[src/design/tkst_pkg.sv]
`default_nettype none
package tkst_pkg;

  // fixed field widths of the stream words
  localparam int DATA_W  = 16;
  localparam int RANK_W  = 4;
  localparam int COUNT_W = 4;
  localparam int IN_TDATA_W  = 24;
  localparam int OUT_TDATA_W = 24;

  // defaults for the top level parameters
  localparam int TABLE_DEPTH_DEF = 14;
  localparam int VALUE_WIDTH_DEF = 16;

  // item kind carried in tuser
  localparam logic KIND_INSERT = 1'b0;
  localparam logic KIND_READ   = 1'b1;

  // controller to datapath commands
  typedef struct packed {
    logic load_in;
    logic exec;
  } cmd_t;

endpackage
`default_nettype wire

[src/design/top_k_score_table_top.sv]
// flow: a word is accepted in the idle state and loaded into the input registers; the run
//   state then updates the table and fills the result register before a new word is taken;
//   a result not yet taken holds the update of the next word until it leaves
// reset: synchronous active-low rst_n empties the table and drops any result;
//   table contents are not cleared, entries past the count are never read
`default_nettype none
module top_k_score_table_top #(
  parameter int TABLE_DEPTH = tkst_pkg::TABLE_DEPTH_DEF,
  parameter int VALUE_WIDTH = tkst_pkg::VALUE_WIDTH_DEF
) (
  input  wire                                clk,
  input  wire                                rst_n,
  input  wire                                in_tvalid,
  output logic                               in_tready,
  input  wire [tkst_pkg::IN_TDATA_W-1:0]     in_tdata,   // new_value, read_rank
  input  wire                                in_tuser,   // kind
  output logic                               out_tvalid,
  input  wire                                out_tready,
  output logic [tkst_pkg::OUT_TDATA_W-1:0]   out_tdata   // kept, entry_count, ranked_value,
                                                         // ranked_valid
);
  import tkst_pkg::*;

  cmd_t               cmd;
  logic               kept;
  logic [COUNT_W-1:0] count;
  logic [DATA_W-1:0]  value;
  logic               rvalid;

  tkst_ctrl u_ctrl (
    .clk        (clk),
    .rst_n      (rst_n),
    .in_tvalid  (in_tvalid),
    .in_tready  (in_tready),
    .out_tvalid (out_tvalid),
    .out_tready (out_tready),
    .cmd        (cmd)
  );

  tkst_dp #(
    .TABLE_DEPTH (TABLE_DEPTH),
    .VALUE_WIDTH (VALUE_WIDTH)
  ) u_dp (
    .clk        (clk),
    .rst_n      (rst_n),
    .cmd        (cmd),
    .in_kind    (in_tuser),
    .in_value   (in_tdata[DATA_W-1:0]),
    .in_rank    (in_tdata[DATA_W+RANK_W-1:DATA_W]),
    .out_kept   (kept),
    .out_count  (count),
    .out_value  (value),
    .out_rvalid (rvalid)
  );

  assign out_tdata = {2'b00, rvalid, value, count, kept};

endmodule
`default_nettype wire

[src/design/tkst_ctrl.sv]
`default_nettype none
module tkst_ctrl (
  input  wire             clk,
  input  wire             rst_n,
  input  wire             in_tvalid,
  output logic            in_tready,
  output logic            out_tvalid,
  input  wire             out_tready,
  output tkst_pkg::cmd_t  cmd
);
  import tkst_pkg::*;

  typedef enum logic {
    ST_IDLE,
    ST_RUN
  } state_t;

  state_t state_r;
  state_t state_nxt;
  logic   out_valid_r;
  logic   out_valid_nxt;
  logic   out_free;

  assign in_tready  = (state_r == ST_IDLE);
  assign out_tvalid = out_valid_r;
  assign out_free   = !out_valid_r || out_tready;

  always_comb begin
    state_nxt     = state_r;
    out_valid_nxt = out_valid_r;
    cmd.load_in   = 1'b0;
    cmd.exec      = 1'b0;
    if (out_valid_r && out_tready) begin
      out_valid_nxt = 1'b0;
    end
    case (state_r)
      ST_IDLE: begin
        if (in_tvalid) begin
          cmd.load_in = 1'b1;
          state_nxt   = ST_RUN;
        end
      end
      ST_RUN: begin
        // update the table only once the result register can take the word
        if (out_free) begin
          cmd.exec      = 1'b1;
          out_valid_nxt = 1'b1;
          state_nxt     = ST_IDLE;
        end
      end
      default: begin
        state_nxt = ST_IDLE;
      end
    endcase
  end

  always_ff @(posedge clk) begin
    if (!rst_n) begin
      state_r     <= ST_IDLE;
      out_valid_r <= 1'b0;
    end else begin
      state_r     <= state_nxt;
      out_valid_r <= out_valid_nxt;
    end
  end

endmodule
`default_nettype wire

[src/design/tkst_dp.sv]
`default_nettype none
module tkst_dp #(
  parameter int TABLE_DEPTH = tkst_pkg::TABLE_DEPTH_DEF,
  parameter int VALUE_WIDTH = tkst_pkg::VALUE_WIDTH_DEF
) (
  input  wire                            clk,
  input  wire                            rst_n,
  input  tkst_pkg::cmd_t                 cmd,
  input  wire                            in_kind,
  input  wire [tkst_pkg::DATA_W-1:0]     in_value,
  input  wire [tkst_pkg::RANK_W-1:0]     in_rank,
  output logic                           out_kept,
  output logic [tkst_pkg::COUNT_W-1:0]   out_count,
  output logic [tkst_pkg::DATA_W-1:0]    out_value,
  output logic                           out_rvalid
);
  import tkst_pkg::*;

  localparam int CW   = $clog2(TABLE_DEPTH + 1);
  localparam int IW   = $clog2(TABLE_DEPTH);
  localparam int CMPW = (CW > RANK_W) ? CW : RANK_W;
  localparam int WW   = (VALUE_WIDTH > DATA_W) ? VALUE_WIDTH : DATA_W;

  logic                   kind_r;
  logic [VALUE_WIDTH-1:0] val_r;
  logic [RANK_W-1:0]      rank_r;

  logic [VALUE_WIDTH-1:0] entries_r [TABLE_DEPTH];
  logic [CW-1:0]          count_r;
  logic [CW-1:0]          count_nxt;

  logic [VALUE_WIDTH-1:0] shifted [TABLE_DEPTH];
  logic [TABLE_DEPTH-1:0] ge;
  logic                   full;
  logic                   kept;
  logic [WW-1:0]          value_wide;
  logic [CMPW-1:0]        rank_ext;
  logic [CMPW-1:0]        count_ext;
  logic [IW-1:0]          rank_idx;
  logic                   rvalid;
  logic [WW-1:0]          rd_wide;

  logic                   kept_r;
  logic [COUNT_W-1:0]     out_count_r;
  logic [DATA_W-1:0]      out_value_r;
  logic                   rvalid_r;

  assign value_wide = WW'(in_value);

  always_ff @(posedge clk) begin
    if (cmd.load_in) begin
      kind_r <= in_kind;
      val_r  <= value_wide[VALUE_WIDTH-1:0];
      rank_r <= in_rank;
    end
  end

  // compare-and-shift cells: entries at or above the new value stay,
  // the first cell below takes it and the rest move down one place
  always_comb begin
    for (int i = 0; i < TABLE_DEPTH; i++) begin
      ge[i] = (CW'(i) < count_r) && (entries_r[i] >= val_r);
    end
    for (int i = 0; i < TABLE_DEPTH; i++) begin
      if (ge[i]) begin
        shifted[i] = entries_r[i];
      end else if (i == 0) begin
        shifted[i] = val_r;
      end else if (ge[i-1]) begin
        shifted[i] = val_r;
      end else begin
        shifted[i] = entries_r[i-1];
      end
    end
  end

  assign full = (count_r == CW'(TABLE_DEPTH));
  assign kept = (kind_r == KIND_INSERT) && (!full || !ge[TABLE_DEPTH-1]);

  always_comb begin
    count_nxt = count_r;
    if (kept && !full) begin
      count_nxt = count_r + 1'b1;
    end
  end

  assign rank_ext  = CMPW'(rank_r);
  assign count_ext = CMPW'(count_nxt);
  assign rank_idx  = rank_ext[IW-1:0];
  assign rvalid    = (kind_r == KIND_READ) && (rank_ext < count_ext);
  assign rd_wide   = rvalid ? WW'(entries_r[rank_idx]) : '0;

  always_ff @(posedge clk) begin
    if (!rst_n) begin
      count_r <= '0;
    end else if (cmd.exec) begin
      count_r <= count_nxt;
    end
  end

  always_ff @(posedge clk) begin
    if (cmd.exec && kept) begin
      for (int i = 0; i < TABLE_DEPTH; i++) begin
        entries_r[i] <= shifted[i];
      end
    end
  end

  always_ff @(posedge clk) begin
    if (cmd.exec) begin
      kept_r      <= kept;
      out_count_r <= count_ext[COUNT_W-1:0];
      out_value_r <= rd_wide[DATA_W-1:0];
      rvalid_r    <= rvalid;
    end
  end

  assign out_kept   = kept_r;
  assign out_count  = out_count_r;
  assign out_value  = out_value_r;
  assign out_rvalid = rvalid_r;

endmodule
`default_nettype wire

[config.mk]
export PLATFORM = sky130hd
export DESIGN_NAME = top_k_score_table_top
export DESIGN_NICKNAME = d
export VERILOG_FILES = /design/src/design/tkst_pkg.sv /design/src/design/top_k_score_table_top.sv /design/src/design/tkst_ctrl.sv /design/src/design/tkst_dp.sv
export SDC_FILE = /design/constraint.sdc
export NUM_CORES = 1
export LEC_CHECK = 0
export BUFFER_PORTS_ARGS = -buffer_cell sky130_fd_sc_hd__buf_2
export CORE_ASPECT_RATIO = 1.2
export CORE_MARGIN = 5
export CORE_UTILIZATION = 55
export DETAILED_ROUTE_END_ITERATION = 7
export HOLD_SLACK_MARGIN = 0.12
export PLACE_DENSITY_LB_ADDON = 0.3
export REMOVE_ABC_BUFFERS = 1
export SYNTH_ARGS = -nofsm -noshare
export SYNTH_HDL_FRONTEND = slang
export SYNTH_SLANG_ARGS = --single-unit
[constraint.sdc]
create_clock -name clk -period 9.2 [get_ports clk]
set_clock_uncertainty 0.1 [all_clocks]
set_input_delay 1.84 -clock clk [delete_from_list [all_inputs] [get_ports clk]]
set_output_delay 1.84 -clock clk [all_outputs]
set_load 0.1 [all_outputs]
# --- Word level (Yosys, flattened, before mapping) ---
# Memories as Yosys holds them, arrays and structs flattened. A register that Yosys moved wholly into a read port is not among the register bits.
# Index checks and enable logic that the tools add are counted.
# Widths: inputs -> output; s select.
totals:
  reg_bits: 33
  ramBits: 224
  elab_cells: 107
  n_memories: 1
memory_table:
  columns: ["memory", "words", "width", "read_ports", "rd_ports_with_merged_regs", "write_ports", "line", "rtl"]
  rows:
  - ["u_dp.entries_r", 14, 16, 15, 1, 14, "tkst_dp.sv:28", "logic [VALUE_WIDTH-1:0] entries_r [TABLE_DEPTH];"]
op_classes:
  addsub: 1
  magnitude_cmp: 29
  eq_ne: 1
  muxes: 39
  bitwise: 2
  n_reduce_logical: 25
ops:
  columns: ["op", "count"]
  rows:
  - ["$mux 16", 27]
  - ["$ge 16x16->1", 14]
  - ["$lt 4x4->1 const A", 6]
  - ["$logic_and 1x1->1", 19]
  - ["$lt 3x4->1 const A", 4]
  - ["$mux 1", 10]
  - ["$lt 1x4->1 const A", 2]
  - ["$lt 2x4->1 const A", 2]
  - ["$add 4x1->4 const B", 1]
  - ["$eq 4x4->1 const B", 1]
  - ["$logic_not 1->1", 4]
  - ["$lt 4x4->1", 1]
  - ["$mux 4", 1]
  - ["$logic_or 1x1->1", 2]
  - ["$not 1->1", 2]
  - ["$pmux 1 s2", 1]

# --- Logic depth before layout (Yosys ltp) ---
# Gate-level depths: netlist (run 1).
# An unclocked memory read counts as a cell.
logic_depth:
  depth_word: 11
  depth_mapped: 12

# --- Hierarchy ---
# From an unflattened synthesis (run 1), not the netlist that was laid out.
unflattened:
  cells_unflattened: 1275
  area_unflattened_um2: 17954.7
by_module_without_submodules:
  columns: ["mod", "n_inst", "cells_per_inst", "area_each_um2"]
  rows:
  - ["tkst_dp", 1, 1261, 17818.3]
  - ["tkst_ctrl", 1, 9, 102.6]
  - ["top_k_score_table_top", 1, 5, 33.8]

# --- Least setup slack after synthesis (run 1) ---
# No wires, ideal clock.
synth_path:
  kind: "input -> register"
  from: "in out_tready"
  to: "mem u_dp.entries_r[11][0] (netlist name) (enable)"
  setup_time_ns: 0.390
  t_arrival_ns: 3.943
  t_required_ns: 8.710
  setup_slack_ns: 4.767
  cell_stages: 7
  path_buffers: 1
  cell_sequence: "nand2b_1 > nand2_1 > inv_1 > nand2b_1 > a31o_2 > buf_2 > nor2b_1"
synth_lines:
  columns: ["item", "line", "rtl"]
  rows:
  - ["start: declaration", "top_k_score_table_top.sv:18", "input wire out_tready,"]
  - ["end: declaration", "tkst_dp.sv:28", null]

==> impl_metrics.yaml, run 1 <==
status:
  outcome: "complete, no violations"
synth:
  synth_cells: 1284
  yosysUniqueCellTypes: 60
  seq_area_frac_synth_pct: 45.3
  synthArstFlopShare_pct: 0
  ys.flop_type: "edfxtp_1"
  synth_area_sq_um: 18000
  synth_edf_count: 267
  syn_avg_cell_area_sq_um: 14.0
  yosysWarnings: 0
  ys_ff_latch: 273
placement:
  dp_hpwl_mm: 32.1
  io_buffers: 48
  dp_slack_ps: 4400
  globalplace.congestion: 0.896
  dpl-instance-area_sq_um: 18600
power_and_ir_drop:
  p_leak_nw: 7.55
  ir_drop_uv: 137
  powerDensity_nw_per_um2: 165
clock_tree:
  post_cts_buffers: 0
  cts_max_level: 2
  tritoncts: "yes"
  cts-hold-fix-buffers: 0
  clkSlewWorstSetupHoldPaths_ps: 60
  clock_latency_ps: 530
  cts_buffers: 34
  cts_resized: 0
  cts_sinks: 273
  cts_buffer_depth: 3
  cts-root-buf: "clkbuf_16"
global_routing:
  grt_start_max_net_pins: 51
  grt_pass1_vias: 11727
  antenna_found_initial: 0
  grt_pass1_wl_mm: 68.8
  grt_usage_pct: 24.3
  overflow: 0
floorplanning:
  ioPinCount: 55
  die_h_microns: 208
  core_sq_um: 32300
  start_util_pct: 55.7
  rows: 72
  die-area_sq_um: 36400
  die_w_microns: 175
sta:
  worst_slew_pin_slew_ps: 1270
  setup-violations-final: 0
  worst_slack_ps: 4700
  rsz0062_at_grt: "false"
  fin_setup_tns_ps: 0
  timing.slew.headroom_pct: 15.5
  slew_viol_final: 0
  finalHoldViolCount: 0
  post-route-period-util_pct: 48.9
  fmax_mhz: 222
  period_minus_slack_ps: 4500
route:
  drt_iter0_markers: 758
  vias: 11369
  wirelength_mm: 44.1
  dr.pass1.iters: 5
  drtAntennaViolNets: 0
  avgViaCountPerCell: 6.42
  drcViolationCount: 0
  wl_per_cell_microns: 24.9
run:
  cap_violations: 0
critical_path:
  worstRegToRegCells: 9
  worstSetupStartpointType: "flop"
  reg2reg_slack_ps: 4700
  path_class: "flop to flop"
  worstPathArrival_ps: 4620
  regToRegStartpoint: "u_dp.val_r[5]$_DFFE_PP_"
  path_max_fanout: 17
  worstReg2RegEnd: "u_dp.entries_r[6][2]$_DFFE_PP_"
  crit_path_end_kind: "flop"
  required_ps: 9320
worst_hold_path:
  whs_endpoint: "u_ctrl.out_tvalid$_SDFF_PN0_"
  hp-class: "flop to flop"
  whs_path_depth: 2
  worstHoldStart: "u_ctrl.out_tvalid$_SDFF_PN0_"
finish:
  synthToLayoutAreaGrowth_pct: 9.52
  diodes: 0
  drive_gt1_share_pct: 31.9
  design_area_sq_um: 19700
  final_net_count: 1600
## logic make-up after synthesis
logic type / Yosys count / synth area share, %
xor gates and xnor gates: 2 / 0.0975
DFF: 273 / 45.3
AOI/OAI and AO/OA: 219 / 8.51
other: 1 / 0.0209
muxes: 287 / 22.1
buffers and inverters: 96 / 2.67
adders and majority gates: 230 / 16.0
and+or+nand+nor: 176 / 5.28
## routing by layer
layer / track usage [%] / part of all wire (%) / vias to the layer above
met1: 31.5 / 41 / 5655
li1: - / - / 5257
met3: 3.58 / 4.9 / 102
met2: 40.1 / 48 / 355
met5: 0 / 0 / -
met4: 12.1 / 5.4 / 0
## how the worst max path moves through the flow
| stage | from | end | slack, ps | cells past startpoint |
|---|---|---|---|---|
| 3_3_place_gp | out_tready | u_dp.entries_r[6][0]$_DFFE_PP_ | 4440 | 8 |
| 2_1_floorplan | out_tready | u_dp.entries_r[8][0]$_DFFE_PP_ | 4860 | 6 |
| 4_1_cts | u_dp.val_r[5]$_DFFE_PP_ | u_dp.entries_r[6][10]$_DFFE_PP_ | 4690 | 9 |
| 5_1_grt | u_dp.val_r[5]$_DFFE_PP_ | u_dp.entries_r[6][10]$_DFFE_PP_ | 4440 | 9 |
| 6_report | u_dp.val_r[5]$_DFFE_PP_ | u_dp.entries_r[6][2]$_DFFE_PP_ | 4700 | 9 |
| 3_5_place_dp | out_tready | u_dp.entries_r[6][2]$_DFFE_PP_ | 4400 | 8 |
## power breakdown
group	switching [mW]	internal, mW	leakage (nW)
logic	0.287	0.185	4.51
registers	0.0523	1.43	2.52
clock network	0.537	0.766	0.523
## sequential cells by signal, summed over array words and instances (netlist names)
name,flops
u_dp.val_r,16
u_dp.out_rvalid,1
u_dp.out_kept,1
u_dp.count_r,4
u_ctrl.out_tvalid,1
u_dp.out_value,16
u_dp.out_count,4
u_dp.entries_r,224
u_dp.kind_r,1
u_ctrl.state_r,1
u_dp.rank_ext,4
## placed cells by master, fill, tap and decap left out, drive strengths merged, types with 10 or more instances in the layout
cell type  Yosys  layout
nor2          26      26
inv           39      42
nor3          10      10
nand3         15      15
buf           35      77
o21ai         32      32
mux4          63      63
o211ai        23      23
mux2         224     224
a21oi         89      89
clkinv         0      15
nand4         25      25
a21o          17      17
and2          17      17
ha           230     230
a211oi        15      15
nand2         42      42
nor2b         15      15
clkbuf        22      37
edfxtp       267     267
## cell usage after synthesis, types with 2 or more instances
cell type / instances / area share [%]
nor2_1: 26 / 0.54
xnor2_1: 2 / 0.097
o211ai_1: 23 / 0.96
a211o_1: 4 / 0.19
a21o_1: 17 / 0.71
and2_1: 17 / 0.59
buf_4: 9 / 0.38
nand3_1: 15 / 0.42
a22o_1: 4 / 0.19
dfxtp_1: 6 / 0.67
mux2_2: 210 / 13
or2_2: 3 / 0.10
a211oi_1: 9 / 0.38
edfxtp_1: 267 / 45
mux4_2: 63 / 7.9
ha_1: 230 / 16
nand2_1: 42 / 0.88
a311oi_1: 3 / 0.15
buf_6: 9 / 0.56
nand2b_1: 9 / 0.31
o2111ai_1: 6 / 0.29
nor4_1: 3 / 0.10
nor2b_1: 15 / 0.52
buf_2: 15 / 0.42
mux2_1: 5 / 0.31
o31ai_4: 6 / 0.71
inv_1: 39 / 0.81
buf_1: 2 / 0.042
a211oi_2: 6 / 0.42
nor3_1: 10 / 0.28
o21a_1: 6 / 0.25
o21ai_0: 31 / 0.86
a21oi_1: 87 / 2.4
nand4_1: 25 / 0.87
a31oi_1: 4 / 0.14
mux2_4: 9 / 0.75
or3_1: 2 / 0.070
clkbuf_1: 22 / 0.46
a21oi_2: 2 / 0.097
## layout make-up
cell class	instances	area (sq um)
multi-input cells	916	9360
fillers	2509	12600
flip-flops and latches	273	8140
well taps	407	509
repair buffers	77	458
clock buffers	37	862
clock inverters	23	210
inverters	39	146
## critical path: stages, from the launching register on
cell	delay [ps]
edfxtp_1	720
inv_1	490
ha_1	390
a211oi_2	200
nand2_1	60
o21ai_0	370
a211oi_2	160
o31ai_4	880
nor2b_1	500
buf_4	310
## stage by stage
| step | cells | power (mW) | util (%) | hold slack [ps] |
|---|---|---|---|---|
| floorplan | 1228 | 1.82 | - | 418 |
| CTS | 1772 | 3.27 | 61.0 | 408 |
| global route | 1772 | 3.38 | 61.0 | 436 |
| detailed placement | 1712 | 1.97 | 57.7 | 396 |
| global placement | 1712 | 1.96 | 57.7 | 392 |
| finish | 1772 | 3.26 | 61.0 | 405 |
Power figures use the tool's default switching activity.
==> run 2, diff against run 1 <==
==> constraint.sdc (replaced) <==
create_clock -name clk -period 4 [get_ports clk]
set_clock_uncertainty 0.1 [all_clocks]
set_input_delay 0.8 -clock clk [delete_from_list [all_inputs] [get_ports clk]]
set_output_delay 0.8 -clock clk [all_outputs]
set_load 0.1 [all_outputs]
==> impl_metrics.yaml, run 2 (same netlist as run 1, synthesis figures left out) <==
floorplanning:
  start_util_pct: 55.7
  die_w_microns: 175
  core_sq_um: 32300
  die_h_microns: 208
  die-area_sq_um: 36400
  ioPinCount: 55
  rows: 72
global_routing:
  antenna_found_initial: 0
  grt_usage_pct: 24.5
  grt_pass1_vias: 11976
  overflow: 0
  grt_pass1_wl_mm: 69.2
  grt_start_max_net_pins: 67
critical_path:
  worstReg2RegEnd: "u_dp.entries_r[1][1]$_DFFE_PP_"
  regToRegStartpoint: "u_dp.val_r[0]$_DFFE_PP_"
  slowest_delay_ps: 780
  worstSetupStartpointType: "flop"
  required_ps: 4180
  reg2reg_slack_ps: 510
  cp-startpoint: "u_dp.val_r[0]$_DFFE_PP_"
  path_cells: "ha_1 -> nand2b_1 -> a211oi_1 -> o2111ai_1 -> a21bo_2 -> a31o_2 -> nor2b_1 -> buf_12"
  path_class: "flop to flop"
  crit_cells: 8
  crit_slowest_cell: "edfxtp_1"
  crit_path_end_kind: "flop"
  worstRegToRegCells: 8
  critical_path_buf_inv_count: 1
  path_max_fanout: 16
  cp_top_family: "compound AO/OA/AOI/OAI gates"
  worstPathArrival_ps: 3670
  critPathCapture: "u_dp.entries_r[1][1]$_DFFE_PP_"
worst_hold_path:
  hp-class: "primary input to flop"
clock_tree:
  clock_latency_ps: 580
  cts_buffer_depth: 3
  cts_max_level: 1
  cts_sinks: 273
  post_cts_buffers: 0
  cts-hold-fix-buffers: 0
  cts_resized: 0
  cts-root-buf: "clkbuf_16"
  cts_buffers: 30
  clkSlewWorstSetupHoldPaths_ps: 60
  tritoncts: "yes"
sta:
  period_minus_slack_ps: 3490
  timing.slew.headroom_pct: 54.8
  holdWs_ps: 298
  fmax_mhz: 287
  finalHoldViolCount: 0
  fin_setup_tns_ps: 0
  setup-violations-final: 0
  rsz0062_at_grt: "false"
  worst_slew_pin_slew_ps: 678
  slew_viol_final: 0
  worst_slack_ps: 511
  post-route-period-util_pct: 87.2
placement:
  dpl-instance-area_sq_um: 19100
  dp_hpwl_mm: 33.3
  globalplace.congestion: 0.883
  dp_slack_ps: 542
  io_buffers: 48
finish:
  synthToLayoutAreaGrowth_pct: 11.3
  final_cell_mix: "edfxtp_1, ha_1, mux2_2, a21oi_1, buf_4"
  diodes: 0
  largest_register: "u_dp.entries_r"
  layout_commonest_cell: "edfxtp_1"
  largest_reg_flops: 224
  design_area_sq_um: 20000
  drive_gt1_share_pct: 33.9
  final_net_count: 1640
route:
  dr.pass1.iters: 7
  drcViolationCount: 1
  wl_per_cell_microns: 24.4
  avgViaCountPerCell: 6.31
  drt_iter0_markers: 743
  drtAntennaViolNets: 0
  vias: 11428
  wirelength_mm: 44.2
power_and_ir_drop:
  p_clk_share_pct: 37.5
  ir_drop_uv: 322
  p_total_mw: 7.24
  comb_power_share_pct: 15.9
  p_leak_nw: 7.75
  intPower_mw: 5.31
  swShare_pct: 26.7
  p_sw_mw: 1.93
  powerDensity_nw_per_um2: 362
  p_seq_share_pct: 46.6
status:
  violations: "design-rule violations"
  outcome: "finished, violations left"
run:
  cap_violations: 0
-- run 2: cell types whose count changed in the layout (fill, tap and decap cells not counted) --
cell        before  now
inv_8            1    0
buf_4           29   64
clkinv_8         1    0
buf_12           0    9
clkbuf_16       34   31
clkinvlp_4       2    0
clkbuf_8         0    5
clkbuf_1         3    9
inv_6            2    0
clkinv_1         8    2
clkinv_2         6    8
bufinv_16        3    1
-- run 2: area by class of cell --
cell class                      count  area, sq um
Tap cell                          407          509
Multi-Input combinational cell    916         9360
Clock inverter                     11         77.6
Fill cell                        2449        12200
Inverter                           39          146
Timing Repair Buffer              121          901
Clock buffer                       45          878
Sequential cell                   273         8140
-- run 2: worst min path at each step --
stage                                  from                            to  slack [ps]  cells after the start
3_3_place_gp   u_ctrl.out_tvalid$_SDFF_PN0_  u_ctrl.out_tvalid$_SDFF_PN0_         390                      2
4_1_cts                        in_tdata[13]      u_dp.val_r[13]$_DFFE_PP_         270                      1
6_report                        in_tdata[5]       u_dp.val_r[5]$_DFFE_PP_         300                      1
2_1_floorplan     u_ctrl.state_r$_SDFF_PN0_     u_ctrl.state_r$_SDFF_PN0_         420                      2
5_1_grt                         in_tdata[2]       u_dp.val_r[2]$_DFFE_PP_         270                      1
3_5_place_dp   u_ctrl.out_tvalid$_SDFF_PN0_  u_ctrl.out_tvalid$_SDFF_PN0_         400                      2
-- run 2: layer usage --
layer	share of wire (%)	global-route usage, %	wire, microns	vias to the layer above
li1	-	-	-	5352
met4	4.7	10.8	2080	0
met5	0	0	0	-
met1	41	31.2	18100	5648
met2	50	42.5	22200	326
met3	4.2	2.52	1840	102
-- run 2: stage by stage --
| step | std cells | util (%) |
|---|---|---|
| 2_1_floorplan | 1228 | - |
| 3_3_place_gp | 1756 | 59.1 |
| 3_5_place_dp | 1756 | 59.1 |
| 4_1_cts | 1812 | 62.0 |
| 5_1_grt | 1812 | 62.0 |
| 6_report | 1812 | 62.0 |
-- run 2: power groups by stage --
| stage | Combinational [mW] | Sequential (mW) | Clock, mW |
|---|---|---|---|
| after CTS | 1.15 | 3.37 | 2.76 |
| after detailed placement | 1.14 | 3.43 | 0 |
| after floorplan | 0.643 | 3.55 | 0 |
| after global routing | 1.26 | 3.38 | 2.88 |
| final | 1.15 | 3.37 | 2.71 |
| after global placement | 1.11 | 3.43 | 0 |
==> run 3, diff against run 2 <==
--- a/config.mk
+++ b/config.mk
@@ -6,7 +6,6 @@
 export NUM_CORES = 1
 export LEC_CHECK = 0
 export BUFFER_PORTS_ARGS = -buffer_cell sky130_fd_sc_hd__buf_2
-export CORE_ASPECT_RATIO = 1.2
 export CORE_MARGIN = 5
 export CORE_UTILIZATION = 55
 export DETAILED_ROUTE_END_ITERATION = 7
==> impl_metrics.yaml, run 3 (same netlist as run 1, synthesis figures left out) <==
clock_tree:
  cts_max_level: 1
  post_cts_buffers: 0
  cts_buffers: 30
  cts-hold-fix-buffers: 0
  clock_latency_ps: 560
  cts_sinks: 273
  cts_resized: 0
  cts_buffer_depth: 3
  clkSlewWorstSetupHoldPaths_ps: 60
  cts-root-buf: "clkbuf_16"
  tritoncts: "yes"
finish:
  post-route-util_pct: 61.5
  final_net_count: 1641
  largest_register: "u_dp.entries_r"
  diodes: 0
  final_cell_mix: "edfxtp_1, ha_1, mux2_2, a21oi_1, buf_4"
  layout_commonest_cell: "edfxtp_1"
  synthToLayoutAreaGrowth_pct: 10.7
  nFillCells: 2526
  final-seq-area_sq_um: 8140
  largest_reg_flops: 224
  multi_input_area_sq_um: 9360
  drive_gt1_share_pct: 33.2
floorplanning:
  die_w_microns: 191
  start_util_pct: 55.5
  die_h_microns: 191
  rows: 66
  die-area_sq_um: 36400
  core_sq_um: 32400
  ioPinCount: 55
worst_hold_path:
  hp-class: "primary input to flop"
global_routing:
  antenna_found_initial: 1
  grt_pass1_wl_mm: 68.3
  grt_usage_pct: 24.1
  overflow: 0
  grt_pass1_vias: 11942
  grt_start_max_net_pins: 26
route:
  drcViolationCount: 0
  drtAntennaViolNets: 0
  wl_per_cell_microns: 23.6
  wirelength_mm: 43.6
  vias: 11449
  drt_iter0_markers: 926
  dr.pass1.iters: 5
  avgViaCountPerCell: 6.21
critical_path:
  required_ps: 4210
  worstSetupStartpointType: "flop"
  path_class: "flop to flop"
  crit_path_end_kind: "flop"
  path_max_fanout: 15
  worstPathArrival_ps: 3780
sta:
  holdWs_ps: 307
  rsz0062_at_grt: "false"
  slew_viol_final: 0
  finalHoldViolCount: 0
  fmax_mhz: 280
  timing.slew.headroom_pct: 35.7
  worst_slew_pin_slew_ps: 959
  post-route-period-util_pct: 89.2
  period_minus_slack_ps: 3570
  setup-violations-final: 0
  fin_setup_tns_ps: 0
status:
  outcome: "complete, no violations"
placement:
  dp_hpwl_mm: 33.7
  globalplace.congestion: 0.925
  io_buffers: 48
power_and_ir_drop:
  p_leak_nw: 7.67
  ir_drop_uv: 388
  powerDensity_nw_per_um2: 354
  p_total_mw: 7.05
run:
  cap_violations: 0
==> run 3: area by class of cell <==
type	instances	share of cell area (%)
multi-input cells	916	47.0
flip-flops and latches	273	40.9
repair buffers	122	4.13
inverters	39	0.736
well taps	442	2.78
clock inverters	14	0.472
clock buffers	39	3.94
==> run 3: worst max-delay path, stage by stage, from the launching register on <==
cell       delay, ps
edfxtp_1         710
inv_1            340
ha_1             400
a21o_1           110
nand3_1           70
a21oi_1          240
a2111oi_1        110
a21oi_2          570
buf_4            310
mux2_2           350
==> run 3: metrics by stage <==
stage                     setup WS [ps]  instance area (sq um)  cells
after global placement              555                  19000   1792
after floorplan                    43.3                  17600   1228
final                               432                  19900   1845
after CTS                           488                  19900   1845
after detailed placement            512                  19000   1792
after global routing                244                  19900   1845
==> run 3: metal layers <==
metal  GRT usage [%]  share of wire (%)  routed length, microns  vias to the layer above
li1                -                  -                       -                     5336
met1            32.4                 42                   18500                     5658
met2            40.6                 48                   21000                      360
met3            4.03                6.0                    2600                       93
met4            7.40                3.5                    1520                        2
met5               0              0.030                      13                        -
==> run 3: final timing paths <==
check	startpoint	end	slack, ps	cells after the start
worst max-delay path	u_dp.val_r[9]$_DFFE_PP_	u_dp.entries_r[11][2]$_DFFE_PP_	430	9
worst min-delay path	in_tdata[7]	u_dp.val_r[7]$_DFFE_PP_	310	1
worst max register to register	u_dp.val_r[9]$_DFFE_PP_	u_dp.entries_r[11][2]$_DFFE_PP_	430	9
worst min register to register	u_ctrl.out_tvalid$_SDFF_PN0_	u_ctrl.out_tvalid$_SDFF_PN0_	420	2
==> run 3: report_power, final <==
group | internal [mW] | switching, mW | leakage [nW]
combinational | 0.452 | 0.682 | 4.73
sequential | 3.28 | 0.104 | 2.52
clock | 1.43 | 1.10 | 0.425
